===== src/hw/rtl/ldcs_pkg.sv =====
package ldcs_pkg;

    // command codes
    localparam logic [2:0] OP_SOFT_RESET = 3'd0;
    localparam logic [2:0] OP_PRE_ACTIVE = 3'd1;
    localparam logic [2:0] OP_WRITE_CONF = 3'd2;
    localparam logic [2:0] OP_ENABLE_ALL = 3'd3;
    localparam logic [2:0] OP_DISABLE_ALL = 3'd4;
    localparam logic [2:0] OP_SEND_DATA = 3'd5;
    localparam logic [2:0] OP_VSYNC = 3'd6;
    localparam logic [2:0] OP_UNDEFINED = 3'd7;

    // pulse counter and pattern limits
    localparam int unsigned CNT_W = 6;
    localparam logic [CNT_W-1:0] WORD_LAST_PULSE = 6'd15;
    localparam logic [CNT_W-1:0] VSYNC_LAST_PULSE = 6'd56;
    localparam logic [CNT_W-1:0] VSYNC_LATCH_FIRST = 6'd54;
    localparam logic [CNT_W-1:0] WRCONF_LATCH_FIRST = 6'd12;
    localparam logic [CNT_W-1:0] SEND_LATCH_FIRST = 6'd15;
    localparam logic [CNT_W-1:0] SOFT_RESET_LATCH_END = 6'd10;
    localparam logic [CNT_W-1:0] PRE_ACTIVE_LATCH_END = 6'd14;
    localparam logic [CNT_W-1:0] ENABLE_ALL_LATCH_END = 6'd11;
    localparam logic [CNT_W-1:0] DISABLE_ALL_LATCH_END = 6'd12;

    typedef struct packed {
        logic [2:0]  opcode;
        logic [15:0] data_word;
        logic        latch_request;
    } t_in_item;

    typedef struct packed {
        logic sdi_level;
        logic latch_level;
        logic last_pulse;
    } t_out_item;

    // controller to datapath
    typedef struct packed {
        logic load;
        logic step;
    } t_dp_cmd;

    // datapath to controller
    typedef struct packed {
        logic op_legal;
        logic pulse_last;
        logic out_free;
    } t_dp_status;

endpackage


===== src/hw/rtl/led_driver_command_serializer.sv =====
// led driver command serializer
// input channel: one item holds an opcode, a 16-bit data word and a latch
// request; i_in_valid / o_in_ready with the item taken when both are high.
// output channel: one item per serial clock pulse with the data level, the
// latch level at the rising edge and a mark on the final pulse.
// each command gives 16 pulses, vsync gives 57; opcode 7 is taken and dropped.
// after an item is taken the controller runs and its first pulse is issued
// when the output register is free; the pulse counter issues at most one
// pulse a cycle into a single output register. a new item is taken in the
// cycle the last pulse of the previous one is issued, with no gap between.
// an output stall holds the pulse counter and the output register; nothing
// is dropped, and input is refused until the last pulse is issued.
// reset empties the output register, returns the controller to idle and
// clears the held data level used by data-less commands.
module led_driver_command_serializer (
    input  logic                i_clk,
    input  logic                i_rst_n,
    input  logic                i_in_valid,
    output logic                o_in_ready,
    input  ldcs_pkg::t_in_item  i_in_item,
    output logic                o_out_valid,
    input  logic                i_out_ready,
    output ldcs_pkg::t_out_item o_out_item
);

    ldcs_pkg::t_dp_cmd    cmd;
    ldcs_pkg::t_dp_status status;

    // sequencing
    ldcs_ctrl u_ctrl (
        .i_clk      (i_clk),
        .i_rst_n    (i_rst_n),
        .i_in_valid (i_in_valid),
        .o_in_ready (o_in_ready),
        .i_status   (status),
        .o_cmd      (cmd)
    );

    // pulse generation
    ldcs_dp u_dp (
        .i_clk       (i_clk),
        .i_rst_n     (i_rst_n),
        .i_in_item   (i_in_item),
        .i_cmd       (cmd),
        .o_status    (status),
        .o_out_valid (o_out_valid),
        .i_out_ready (i_out_ready),
        .o_out_item  (o_out_item)
    );

endmodule


===== src/hw/rtl/ldcs_ctrl.sv =====
module ldcs_ctrl (
    input  logic                i_clk,
    input  logic                i_rst_n,
    input  logic                i_in_valid,
    output logic                o_in_ready,
    input  ldcs_pkg::t_dp_status i_status,
    output ldcs_pkg::t_dp_cmd   o_cmd
);

    typedef enum logic [1:0] {
        S_IDLE = 2'b01,
        S_RUN  = 2'b10
    } t_state;

    t_state r_state;
    t_state n_state;
    logic   accept;
    logic   finishing;

    // pulse issue and item acceptance
    always_comb begin
        o_cmd.step = (r_state == S_RUN) && i_status.out_free;
        finishing  = o_cmd.step && i_status.pulse_last;
        o_in_ready = (r_state == S_IDLE) || finishing;
        accept     = i_in_valid && o_in_ready;
        o_cmd.load = accept && i_status.op_legal;
    end

    // next state
    always_comb begin
        n_state = r_state;
        unique case (r_state)
            S_IDLE: begin
                if (o_cmd.load) n_state = S_RUN;
            end
            S_RUN: begin
                if (finishing) n_state = o_cmd.load ? S_RUN : S_IDLE;
            end
            default: n_state = S_IDLE;
        endcase
    end

    always_ff @(posedge i_clk) begin
        if (!i_rst_n) begin
            r_state <= S_IDLE;
        end else begin
            r_state <= n_state;
        end
    end

    // checks
    a_load_needs_valid: assert property (@(posedge i_clk) disable iff (!i_rst_n)
        o_cmd.load |-> i_in_valid)
        else $error("load without an input item");
    a_step_only_running: assert property (@(posedge i_clk) disable iff (!i_rst_n)
        o_cmd.step |-> (r_state == S_RUN))
        else $error("pulse issued while idle");
    a_idle_after_finish: assert property (@(posedge i_clk) disable iff (!i_rst_n)
        (finishing && !o_cmd.load) |=> (r_state == S_IDLE))
        else $error("controller kept running after last pulse");

endmodule


===== src/hw/rtl/ldcs_dp.sv =====
module ldcs_dp (
    input  logic                 i_clk,
    input  logic                 i_rst_n,
    input  ldcs_pkg::t_in_item   i_in_item,
    input  ldcs_pkg::t_dp_cmd    i_cmd,
    output ldcs_pkg::t_dp_status o_status,
    output logic                 o_out_valid,
    input  logic                 i_out_ready,
    output ldcs_pkg::t_out_item  o_out_item
);

    logic [2:0]                    r_op;
    logic [15:0]                   r_shift;
    logic                          r_req;
    logic [ldcs_pkg::CNT_W-1:0]    r_cnt;
    logic                          r_held;
    logic                          r_out_valid;
    ldcs_pkg::t_out_item           r_out;
    ldcs_pkg::t_out_item           pulse;
    logic                          word_op;
    logic                          in_word_op;

    // decode of the incoming item
    always_comb begin
        in_word_op = (i_in_item.opcode == ldcs_pkg::OP_WRITE_CONF)
                  || (i_in_item.opcode == ldcs_pkg::OP_SEND_DATA);
    end

    // current pulse pattern
    always_comb begin
        word_op = (r_op == ldcs_pkg::OP_WRITE_CONF) || (r_op == ldcs_pkg::OP_SEND_DATA);
        pulse.sdi_level = word_op ? r_shift[15] : r_held;
        pulse.last_pulse = (r_op == ldcs_pkg::OP_VSYNC)
                         ? (r_cnt == ldcs_pkg::VSYNC_LAST_PULSE)
                         : (r_cnt == ldcs_pkg::WORD_LAST_PULSE);
        unique case (r_op)
            ldcs_pkg::OP_SOFT_RESET:
                pulse.latch_level = (r_cnt != '0) && (r_cnt <= ldcs_pkg::SOFT_RESET_LATCH_END);
            ldcs_pkg::OP_PRE_ACTIVE:
                pulse.latch_level = (r_cnt != '0) && (r_cnt <= ldcs_pkg::PRE_ACTIVE_LATCH_END);
            ldcs_pkg::OP_ENABLE_ALL:
                pulse.latch_level = (r_cnt != '0) && (r_cnt <= ldcs_pkg::ENABLE_ALL_LATCH_END);
            ldcs_pkg::OP_DISABLE_ALL:
                pulse.latch_level = (r_cnt != '0)
                                 && (r_cnt <= ldcs_pkg::DISABLE_ALL_LATCH_END);
            ldcs_pkg::OP_WRITE_CONF:
                pulse.latch_level = r_req && (r_cnt >= ldcs_pkg::WRCONF_LATCH_FIRST);
            ldcs_pkg::OP_SEND_DATA:
                pulse.latch_level = r_req && (r_cnt >= ldcs_pkg::SEND_LATCH_FIRST);
            ldcs_pkg::OP_VSYNC:
                pulse.latch_level = (r_cnt >= ldcs_pkg::VSYNC_LATCH_FIRST);
            default:
                pulse.latch_level = 1'b0;
        endcase
        o_status.op_legal   = (i_in_item.opcode != ldcs_pkg::OP_UNDEFINED);
        o_status.pulse_last = pulse.last_pulse;
        o_status.out_free   = !r_out_valid || i_out_ready;
    end

    // command registers, shift register and pulse counter
    always_ff @(posedge i_clk) begin
        if (i_cmd.load) begin
            r_op    <= i_in_item.opcode;
            r_shift <= i_in_item.data_word;
            r_req   <= i_in_item.latch_request;
            r_cnt   <= '0;
        end else if (i_cmd.step) begin
            r_shift <= {r_shift[14:0], 1'b0};
            r_cnt   <= r_cnt + 1'b1;
        end
    end

    // data level kept for data-less commands
    always_ff @(posedge i_clk) begin
        if (!i_rst_n) begin
            r_held <= 1'b0;
        end else if (i_cmd.load && in_word_op) begin
            r_held <= i_in_item.data_word[0];
        end
    end

    // output register
    always_ff @(posedge i_clk) begin
        if (!i_rst_n) begin
            r_out_valid <= 1'b0;
        end else if (i_cmd.step) begin
            r_out_valid <= 1'b1;
        end else if (i_out_ready) begin
            r_out_valid <= 1'b0;
        end
    end

    always_ff @(posedge i_clk) begin
        if (i_cmd.step) begin
            r_out <= pulse;
        end
    end

    assign o_out_valid = r_out_valid;
    assign o_out_item  = r_out;

    // checks
    a_step_has_room: assert property (@(posedge i_clk) disable iff (!i_rst_n)
        i_cmd.step |-> (!r_out_valid || i_out_ready))
        else $error("pulse would overwrite an untaken item");
    a_cnt_in_range: assert property (@(posedge i_clk) disable iff (!i_rst_n)
        i_cmd.step |-> (r_cnt <= ldcs_pkg::VSYNC_LAST_PULSE))
        else $error("pulse counter past the longest command");
    a_out_after_step: assert property (@(posedge i_clk) disable iff (!i_rst_n)
        i_cmd.step |=> o_out_valid)
        else $error("issued pulse not presented");

endmodule


===== config.mk =====
export PLATFORM = sky130hd
export DESIGN_NAME = led_driver_command_serializer
export DESIGN_NICKNAME = d
export VERILOG_FILES = /design/src/hw/rtl/ldcs_pkg.sv /design/src/hw/rtl/led_driver_command_serializer.sv /design/src/hw/rtl/ldcs_ctrl.sv /design/src/hw/rtl/ldcs_dp.sv
export SDC_FILE = /design/constraint.sdc
export NUM_CORES = 1
export LEC_CHECK = 0
export BUFFER_PORTS_ARGS = -buffer_cell sky130_fd_sc_hd__clkbuf_2
export CORE_ASPECT_RATIO = 0.9
export CORE_MARGIN = 2
export CORE_UTILIZATION = 40
export DETAILED_ROUTE_END_ITERATION = 7
export GPL_TIMING_DRIVEN = 0
export PLACE_DENSITY = 0.64
export SYNTH_ARGS = -nofsm -noshare
export SYNTH_HDL_FRONTEND = slang
export SYNTH_SLANG_ARGS = --single-unit

===== constraint.sdc =====
create_clock -name i_clk -period 4.4 [get_ports i_clk]
set_input_delay 0.22 -clock i_clk [delete_from_list [all_inputs] [get_ports i_clk]]
set_output_delay 0.22 -clock i_clk [all_outputs]
set_load 0.05 [all_outputs]

After elaboration in Yosys (flattened, before gate mapping)
Cells that the tools add are included.

word-level totals
  logic and storage cells = 65
  output and inout port bits = 5
  input bits = 24
  flip-flop bits (word level) = 33

operators by class
  $lt $le $gt $ge = 7
  equal/unequal tests = 15
  mux-type cells = 11
  add/subtract/negate cells = 1
  reductions and logical operators = 21

operator list
  kind                                                            number
  two-way mux 16 bit                                              2
  less-or-equal comparator 6 x 4 -> 1 bit, second input constant  4
  == test 3 bit, second input constant                            4
  >= comparator 6 x 4 -> 1 bit, second input constant             2
  logical AND 1 bit                                               11
  == test 3 x 2 -> 1 bit, second input constant                   3
  case mux 1 bit (7 select lines)                                 1
  adder 6 x 1 -> 6 bit, second input constant                     1
  == test 6 x 4 -> 1 bit, second input constant                   1
  == test 6 bit, second input constant                            1
  >= comparator 6 bit, second input constant                      1
  two-way mux 2 bit                                               3
  nonzero test 6 bit                                              1
  logical OR 1 bit                                                4
  two-way mux 1 bit                                               4
  != test 2 x 1 -> 1 bit, second input constant                   2
  case mux 2 bit (2 select lines)                                 1
  nonzero test 2 bit                                              2
  == test 3 x 1 -> 1 bit, second input constant                   1
  zero test 3 bit                                                 1
  != test 3 bit, second input constant                            1
  == test 2 x 1 -> 1 bit, second input constant                   1
  == test 2 bit, second input constant                            1
  AND reduction 2 bit                                             1
  zero test 1 bit                                                 1

Longest topological paths before layout
Gate-level depths: netlist of run 1.

  word-level depth = 10
  mapped depth = 8
  depth with buffers taken out = 8

Hierarchy
A second synthesis of run 1 with hierarchy kept.

unflattened totals
  cells, all modules = 150
  area, all modules = 1731.7 µm²

by module, submodules not included
  module     times used  cells each  area each (µm²)  seq. area each (µm²)
  ldcs_dp    1           129         1561.5           850.8
  ldcs_ctrl  1           21          170.2            40.0

Worst setup path after synthesis of run 1
OpenSTA, ideal clock, no wires.

  path type = register -> register
  start = reg u_dp.r_out_valid (netlist: u_dp.o_out_valid)
  end = reg u_dp.r_shift[10] (data pin)
  setup slack = 2.236 ns
  setup time = 0.260 ns
  clock period less this slack = 2.164 ns
  required time = 4.140 ns
  cell stages (with the launch flop) = 7
  buffers on the path = 1
  arrival time = 1.904 ns
  path through = dfxtp_1 -> nor2b_1 -> nor3_1 -> a22o_4 -> o21ai_4 -> buf_12 -> mux2_4

between the ends
  cells in the longest elaborated chain, start to end = 8

ends and longest elaborated chain
  what                    line             source
  from (decl)             ldcs_dp.sv:17    logic r_out_valid;
  from (signal assigned)  ldcs_dp.sv:85    r_out_valid <= 1'b0;
  from (signal assigned)  ldcs_dp.sv:87    r_out_valid <= 1'b1;
  from (signal assigned)  ldcs_dp.sv:89    r_out_valid <= 1'b0;
  zero test 1 bit         ldcs_dp.sv:57    o_status.out_free = !r_out_valid || i_out_ready;
  logical OR 1 bit        ldcs_dp.sv:57
  logical AND 1 bit       ldcs_ctrl.sv:22  o_cmd.step = (r_state == S_RUN) && i_status.out_free;
  logical AND 1 bit       ldcs_ctrl.sv:23  finishing = o_cmd.step && i_status.pulse_last;
  logical OR 1 bit        ldcs_ctrl.sv:24  o_in_ready = (r_state == S_IDLE) || finishing;
  logical AND 1 bit       ldcs_ctrl.sv:25  accept = i_in_valid && o_in_ready;
  logical AND 1 bit       ldcs_ctrl.sv:26  o_cmd.load = accept && i_status.op_legal;
  two-way mux 16 bit      ldcs_dp.sv:62    if (i_cmd.load) begin
  to (signal assigned)    ldcs_dp.sv:64    r_shift <= i_in_item.data_word;
  to (signal assigned)    ldcs_dp.sv:68    r_shift <= {r_shift[14:0], 1'b0};
  to (decl)               ldcs_dp.sv:13    logic [15:0] r_shift;

No other way between the ends.
A chain may end at the register's enable or synchronous reset.

Worst setup path in the final report of run 1
  start = reg u_dp.r_cnt[0] (netlist name)
  end = reg u_dp.r_shift[1] (data pin)

between the ends
  cells in the longest elaborated chain, start to end = 7
  elaborated cells between the ends (all ways) = 8
  classes of those cells = eq/ne: 2; mux: 2; reduce/logical: 4

ends and longest elaborated chain
  what                                                            line                          source
  from (decl)                                                     ldcs_dp.sv:15                 logic [ldcs_pkg::CNT_W-1:0] r_cnt;
  from (signal assigned)                                          ldcs_dp.sv:69                 r_cnt <= r_cnt + 1'b1;
  == test 6 x 4 -> 1 bit / == test 6 bit (equally long branches)  ldcs_dp.sv:35, ldcs_dp.sv:34
  two-way mux 1 bit *                                             ldcs_dp.sv:34                 ? (r_cnt == ldcs_pkg::VSYNC_LAST_PULSE)
  logical AND 1 bit *                                             ldcs_ctrl.sv:23
  logical OR 1 bit *                                              ldcs_ctrl.sv:24
  logical AND 1 bit *                                             ldcs_ctrl.sv:25
  logical AND 1 bit *                                             ldcs_ctrl.sv:26
  two-way mux 16 bit *                                            ldcs_dp.sv:62

Every way passes the cells marked *; elsewhere a longest branch is shown, timed or not.

==> metrics.md, run 1 <==
| Metric | Value |
|---|---|
| Status | `finished, final reports clean` |
| Syn Nets | `189` |
| Post-Synth XOR/XNOR Area | `0.0244` |
| Core box area | `4370 um2` |
| Starting density of the core | `0.411` |
| Slew Viols, Final | `0` |
| Die area | `5050 um2` |
| Largest net degree at the start of global routing | `17` |
| Grt total ovfl | `0` |
| Crit path time final | `2410 ps` |
| Post-DP HPWL | `2.36 mm` |
| Critical Path RT | `4430 ps` |
| Area grow syn2layout | `16.7%` |
| Die Y-Extent | `67.6 um` |
| Slew margin rel. | `0.545` |
| R2R cell count | `8` |
| Final Hold Fails | `0` |
| RR Endpoint | `u_dp.r_shift[1]` |
| Number of setup buffers added after CTS | `0` |
| Crit path capture type | `register` |
| Share of synthesized cell area in full adder, half adder and majority cells | `0.0418` |
| CP Class | `register to register` |
| Fin util | `0.480` |
| CTS tree | `yes` |
| Post-synthesis simple-gate area fraction | `0.160` |
| Mean area per synthesized cell | `11.3 um2` |
| Ys async rst share | `0` |
| Port bufs | `28` |
| Min-delay src | `i_in_item[0]` |
| Post-Route WL | `3.25 mm` |
| R2R Path Start | `u_dp.r_cnt[0]` |
| EDFF count, synth | `23` |
| Register area | `891 um2` |
| Clk slew on worst S/H paths | `70 ps` |
| #FFs+latches synth | `33` |
| P per Cell Area | `360 nW/um2` |
| Netlist Area Pre-Place | `1800 um2` |
| CTS buffer count | `5` |
| CP max FO | `10` |
| Routed Antenna Nets | `0` |
| H-tree depth | `2` |
| Hold Path Depth | `1` |
| Crit path arrival time | `2440 ps` |
| Antenna Cells | `0` |
| Fmax | `416 MHz` |
| Vias/cell | `4.93` |
| Peak VDD IR | `0.206 mV` |
| Ys Warns | `0` |
| Filler cells | `440` |
| Dominant combinational cell family by area after synthesis | `simple AND/OR/NAND/NOR gates` |
| GRT Overall Usage | `0.143` |
| WHS Endpoint | `u_dp.r_req` |
| RSZ-0062 raised after global routing | `false` |
| R2R setup slack | `1990 ps` |
| Max Root-Sink Buffers | `2` |
| Via count | `1267` |
| # DRC | `0` |
| Clk_lat worst skew | `280 ps` |
| Initial antenna violation count | `0` |
| # resized after CTS | `0` |
| Die width | `74.7 um` |
| Ys flop type | `edfxtp_1` |
| Mux cell area share after synthesis | `0.115` |
| Vias in the first global route | `1193` |
| Worst slew pin tran | `681 ps` |
| # setup viols final | `0` |
| Startpoint Class | `register` |
| Initial DRC count | `44` |
| Share of layout cells above drive strength 1 | `0.313` |
| Root buffer cell | `clkbuf_8` |
| Area of the multi-input gates | `821 um2` |
| Site Rows | `23` |
| Post-synthesis cell type count | `44` |
| Setup TNS | `0 ps` |
| Layout net count | `224` |
| Number of max-cap violations | `0` |
| Cells after Synth | `159` |
| Final period util | `0.547` |
| Hold Path Class | `primary input to register` |
| First-pass detailed-route iteration total | `4` |
| Fin Clk Skew | `6.93 ps` |
| DR WL/cell | `12.6 um` |
| Hold WS | `110 ps` |
| GP Congestion | `0.826` |
| Post-synthesis compound-gate area fraction | `0.116` |
| Cts hold-fix bufs | `0` |
| # IOs | `29` |
| Post-synthesis sequential area ratio | `0.495` |
| Static leakage | `0.872 nW` |
| Clock sink count | `33` |
| First-pass GRT wire length | `5.32 mm` |
[logic make-up (layout without fill, tap and decap cells)]
logic type	count (synthesis)	count (layout)
adder cells (fa/ha/maj)	6	6
AND/OR/NAND/NOR	55	55
multiplexers	15	15
buffers and inverters	16	52
AO/OA/AOI/OAI	29	29
XOR/XNOR	5	5
flip-flops	33	33
[report_power, final]
part / internal [mW] / switching [mW] / leakage (nW)
Sequential: 0.375 / 0.0138 / 0.300
Combinational: 0.0720 / 0.0763 / 0.527
Clock: 0.109 / 0.108 / 0.0450
[per-stage QoR]
step | instances | setup WS [ps] | power [mW] | instance area, um2
after global placement | 249 | 2030 | 0.543 | 2020
after floorplan | 159 | 2240 | 0.507 | 1800
after detailed placement | 249 | 2010 | 0.546 | 2020
after global routing | 257 | 1880 | 0.793 | 2100
final | 257 | 1990 | 0.755 | 2100
after CTS | 257 | 1990 | 0.764 | 2100
[worst max path at each step]
stage | from | end | slack, ps | cells past startpoint
CTS | u_dp.r_cnt[0] | u_dp.r_shift[1] | 1990 | 8
floorplan | u_dp.o_out_valid | u_dp.r_shift[10] | 2240 | 6
finish | u_dp.r_cnt[0] | u_dp.r_shift[1] | 1990 | 8
global route | u_dp.r_cnt[0] | u_dp.r_shift[1] | 1880 | 8
detailed placement | u_dp.r_cnt[0] | u_dp.r_shift[1] | 2010 | 8
global placement | u_dp.r_cnt[0] | u_dp.r_shift[1] | 2030 | 8
[cell type report]
| cell class | instances | share of cell area |
|---|---|---|
| buffer | 5 | 0.0215 |
| clock buffer | 6 | 0.0346 |
| clock inverter | 2 | 0.00477 |
| inverter | 11 | 0.0197 |
| multi-input combinational | 110 | 0.391 |
| sequential | 33 | 0.425 |
| tap | 62 | 0.0370 |
| timing repair buffer | 28 | 0.0668 |
[sequential cells by signal, indices dropped and copies added, names as in the netlist]
register / cells
u_dp.r_held: 1
u_dp.r_op: 3
u_dp.o_out_item: 3
u_dp.r_cnt: 6
u_dp.o_out_valid: 1
u_dp.r_req: 1
u_dp.r_shift: 16
u_ctrl.r_state: 2
[Yosys cell counts, types with 3 or more instances]
library cell,n,area share
edfxtp_1,23,0.38
nand2_1,14,0.029
nor2_1,12,0.025
dfxtp_1,10,0.11
inv_1,10,0.021
mux2_4,10,0.084
o21ai_0,9,0.025
nand3_1,7,0.019
ha_1,6,0.042
a21oi_1,5,0.014
mux2_2,5,0.031
nor3_1,4,0.011
and2_1,3,0.010
xnor2_1,3,0.015
[layer usage]
metal / part of all wire / vias to the layer above / track usage
li1: - / 645 / -
met1: 0.50 / 596 / 0.190
met2: 0.45 / 22 / 0.215
met3: 0.045 / 4 / 0.0403
met4: 0.013 / 0 / 0.0670
met5: 0 / - / 0
[cell usage in the layout (no fill, tap or decap), types with 2 or more instances in the layout]
master,synthesis,layout
nand3_1,7,7
o211ai_1,2,2
mux2_4,10,10
clkbuf_8,0,5
and2_1,3,3
xor2_1,2,2
a21oi_1,5,5
clkinv_2,0,2
dfxtp_1,10,10
xnor2_1,3,3
ha_1,6,6
and3_1,2,2
inv_1,10,10
mux2_2,5,5
clkbuf_1,1,2
nor2b_1,2,2
edfxtp_1,23,23
nand2_1,14,14
buf_2,2,2
nor3_1,4,4
a21boi_0,2,2
nor3b_1,2,2
o21ai_0,9,9
o22ai_1,2,2
clkbuf_2,0,28
nor2_1,12,12
[worst max-delay path: stages, from the launching register on]
cell	delay [ps]
dfxtp_1	480
inv_1	110
ha_1	240
nand3b_1	130
nor3_1	80
a22o_4	290
o21ai_4	310
buf_12	200
mux2_4	300
Note: power is estimated with default switching activity, not from simulation.
==> inputs of run 2 (changes only) <==
--- a/config.mk
+++ b/config.mk
@@ -11,7 +11,7 @@
 export CORE_UTILIZATION = 40
 export DETAILED_ROUTE_END_ITERATION = 7
 export GPL_TIMING_DRIVEN = 0
-export PLACE_DENSITY = 0.64
+export PLACE_DENSITY = 0.66
 export SYNTH_ARGS = -nofsm -noshare
 export SYNTH_HDL_FRONTEND = slang
 export SYNTH_SLANG_ARGS = --single-unit
==> constraint.sdc (replaced) <==
create_clock -name i_clk -period 2.1 [get_ports i_clk]
set_input_delay 0.105 -clock i_clk [delete_from_list [all_inputs] [get_ports i_clk]]
set_output_delay 0.105 -clock i_clk [all_outputs]
set_load 0.05 [all_outputs]
==> metrics.md, run 2 (synthesis gave the netlist of run 1 again) <==
| Metric | Value |
|---|---|
| # IOs | `29 (unchanged)` |
| Die width | `74.7 um (unchanged)` |
| Crit-path leading delay family | `compound AO/OA/AOI/OAI gates` |
| Root buffer cell | `clkbuf_8` |
| CP max stage delay | `370 ps (-110 ps)` |
| RSZ-0062 raised after global routing | `true` |
| First-pass detailed-route iteration total | `4 (unchanged)` |
| Hold WS | `33.5 ps (-77.0 ps)` |
| Area of the multi-input gates | `881 um2 (+7.3%)` |
| Max Root-Sink Buffers | `2 (unchanged)` |
| Site Rows | `23 (unchanged)` |
| Crit path cell chain | `ha_4 > and3_4 > and2_4 > a22o_4 > o21ai_4 > buf_6 > mux2_4` |
| DR WL/cell | `12.8 um (+1.0%)` |
| Clk slew on worst S/H paths | `80 ps (about the same)` |
| Clock sink count | `33 (unchanged)` |
| Final Hold Fails | `0 (unchanged)` |
| Design Area, Final | `2260 um2 (+7.8%)` |
| Routed Antenna Nets | `0 (unchanged)` |
| Static leakage | `0.932 nW (+6.9%)` |
| Buf+Inv Stages, Crit Path | `1 (-1)` |
| Final worst setup slack | `-8.22 ps (-2000 ps)` |
| Regs by FF count | `u_dp.r_shift (16), u_dp.r_cnt (6)` |
| Area grow syn2layout | `25.8%` |
| Fmax | `474 MHz (+14%)` |
| Crit path capture type | `register` |
| Layout net count | `234 (+4.5%)` |
| Vias/cell | `4.93 (about the same)` |
| Peak VDD IR | `0.522 mV (+150%)` |
| Number of max-cap violations | `0 (unchanged)` |
| Largest reg by FF count | `u_dp.r_shift` |
| Clock network power share | `0.294 (+0.006)` |
| Comb pwr share | `0.217 (+0.021)` |
| Initial DRC count | `113 (+160%)` |
| GRT Overall Usage | `0.160 (+0.0169)` |
| Final period util | `1.00 (+0.457)` |
| Slew margin rel. | `0.548 (+0.00343)` |
| Core box area | `4370 um2 (unchanged)` |
| CTS buffer count | `5 (unchanged)` |
| Starting density of the core | `0.411 (unchanged)` |
| Clk_lat worst skew | `290 ps (about the same)` |
| Post-DP HPWL | `2.30 mm (-2.5%)` |
| Max reg flops | `16 (unchanged)` |
| Grt total ovfl | `0 (unchanged)` |
| Largest net degree at the start of global routing | `17 (unchanged)` |
| Filler cells | `413 (-6.1%)` |
| NetSw | `457 uW (+130%)` |
| # setup viols final | `4 (+4)` |
| Die area | `5050 um2 (unchanged)` |
| Commonest non-fill, non-tap cell in the layout | `clkbuf_2` |
| Sequential Power Share | `0.489 (-0.026)` |
| Share of layout cells above drive strength 1 | `0.415 (+0.102)` |
| # DRC | `0 (unchanged)` |
| Status | `finished with violations` |
| Vias in the first global route | `1281 (+7.4%)` |
| Fin Clk Skew | `5.08 ps (-1.85 ps)` |
| Slew Viols, Final | `0 (unchanged)` |
| Hold Path Class | `primary input to register` |
| Crit path time final | `2110 ps (-297 ps)` |
| Critical Path RT | `2140 ps (-2290 ps)` |
| P per Cell Area | `734 nW/um2 (+100%)` |
| Internal Power | `1.20 mW (+120%)` |
| Crit path max-delay cell type | `dfxtp_4` |
| Worst slew pin tran | `676 ps (-5.13 ps)` |
| Crit path arrival time | `2150 ps (-290 ps)` |
| Switching Share | `0.275 (+0.0127)` |
| H-tree depth | `2 (unchanged)` |
| Post-Route WL | `3.41 mm (+4.9%)` |
| Initial antenna violation count | `0 (unchanged)` |
| Port bufs | `28 (unchanged)` |
| Via count | `1315 (+3.8%)` |
| Antenna Cells | `0 (unchanged)` |
| CTS tree | `yes` |
| Failing checks | `negative setup slack` |
| Commonest cells after routing, fill and taps aside | `clkbuf_2, edfxtp_1, nand2_1, mux2_4, nor2_1` |
| GP Congestion | `0.741 (-10%)` |
| Die Y-Extent | `67.6 um (unchanged)` |
| CP max FO | `5 (-5)` |
| Register area | `901 um2 (+1.1%)` |
| Startpoint Class | `register` |
| Cell Area, Placed | `2020 um2 (+0.31%)` |
| CP Class | `register to register` |
| First-pass GRT wire length | `5.96 mm (+12%)` |
[run 2: cell types whose count changed in the layout (fill, tap and decap cells not counted), moves of 3 or more]
cell and change:
buf_4 +7, dfxtp_1 -4, mux2_2 -4, mux2_4 +4, clkinvlp_4 +3, ha_1 -3, inv_1 -3, inv_2 +3
[run 2: metrics by stage]
stage | cells | setup TNS, ps | setup slack (ps) | utilization | total power [mW]
after floorplan | 159 | -64.1 | -6.41 | - | 1.06
after global placement | 249 | -2210 | -190 | 0.462 | 1.14
after detailed placement | 249 | -1950 | -173 | 0.462 | 1.14
after CTS | 269 | -814 | -85.9 | 0.517 | 1.69
after global routing | 267 | -881 | -86.7 | 0.517 | 1.76
final | 267 | -24.6 | -8.22 | 0.517 | 1.66
[run 2: repair_timing]
action | 4_1_cts | 5_1_grt
setup buffers | 10 | 1
cloned | 1 | 0
pin swaps | 2 | 3
hold buffers | 1 | 0
endpoints found under the hold margin | 1 | 0
setup endpoints to repair | 16 | 17
resized for setup | 9 | 13
[run 2: area by class of cell]
class / count / share of cell area
buffer: 3 / 0.00608
clock buffer: 5 / 0.0304
clock inverter: 3 / 0.00996
inverter: 11 / 0.0183
multi-input combinational: 110 / 0.389
sequential: 33 / 0.398
tap: 62 / 0.0343
timing repair buffer: 40 / 0.113
[run 2: path summary, 6_finish.rpt]
kind	startpoint	endpoint	slack [ps]	depth (start not counted)
setup / recovery	u_dp.r_cnt[0]	u_dp.r_shift[1]	-8	7
hold reg to reg	u_ctrl.r_state[1]	u_ctrl.r_state[1]	510	2
setup reg to reg	u_dp.r_cnt[0]	u_dp.r_shift[1]	-8	7
hold / removal	i_in_item[18]	u_dp.r_op[1]	30	1
[run 2: metal layers]
| layer | global-route usage | routed length [um] | up-vias |
|---|---|---|---|
| met5 | 0 | 0 | - |
| met4 | 0.0647 | 54 | 0 |
| met3 | 0.0418 | 139 | 4 |
| met2 | 0.240 | 1540 | 20 |
| met1 | 0.219 | 1680 | 624 |
| li1 | - | - | 667 |
[run 2: worst reg2reg max path, cell delays in order, from the launching register on]
cell and delay, ps:
dfxtp_4 370, ha_4 170, and3_4 180, and2_4 160, a22o_4 230, o21ai_4 270
buf_6 190, mux2_4 300
[run 2: power groups by stage]
| stage | combinational (mW) | sequential, mW | clock (mW) |
|---|---|---|---|
| after detailed placement | 0.310 | 0.829 | 0 |
| final | 0.361 | 0.811 | 0.489 |
| after global placement | 0.309 | 0.828 | 0 |
| after CTS | 0.379 | 0.809 | 0.502 |
| after global routing | 0.398 | 0.819 | 0.542 |
| after floorplan | 0.236 | 0.826 | 0 |
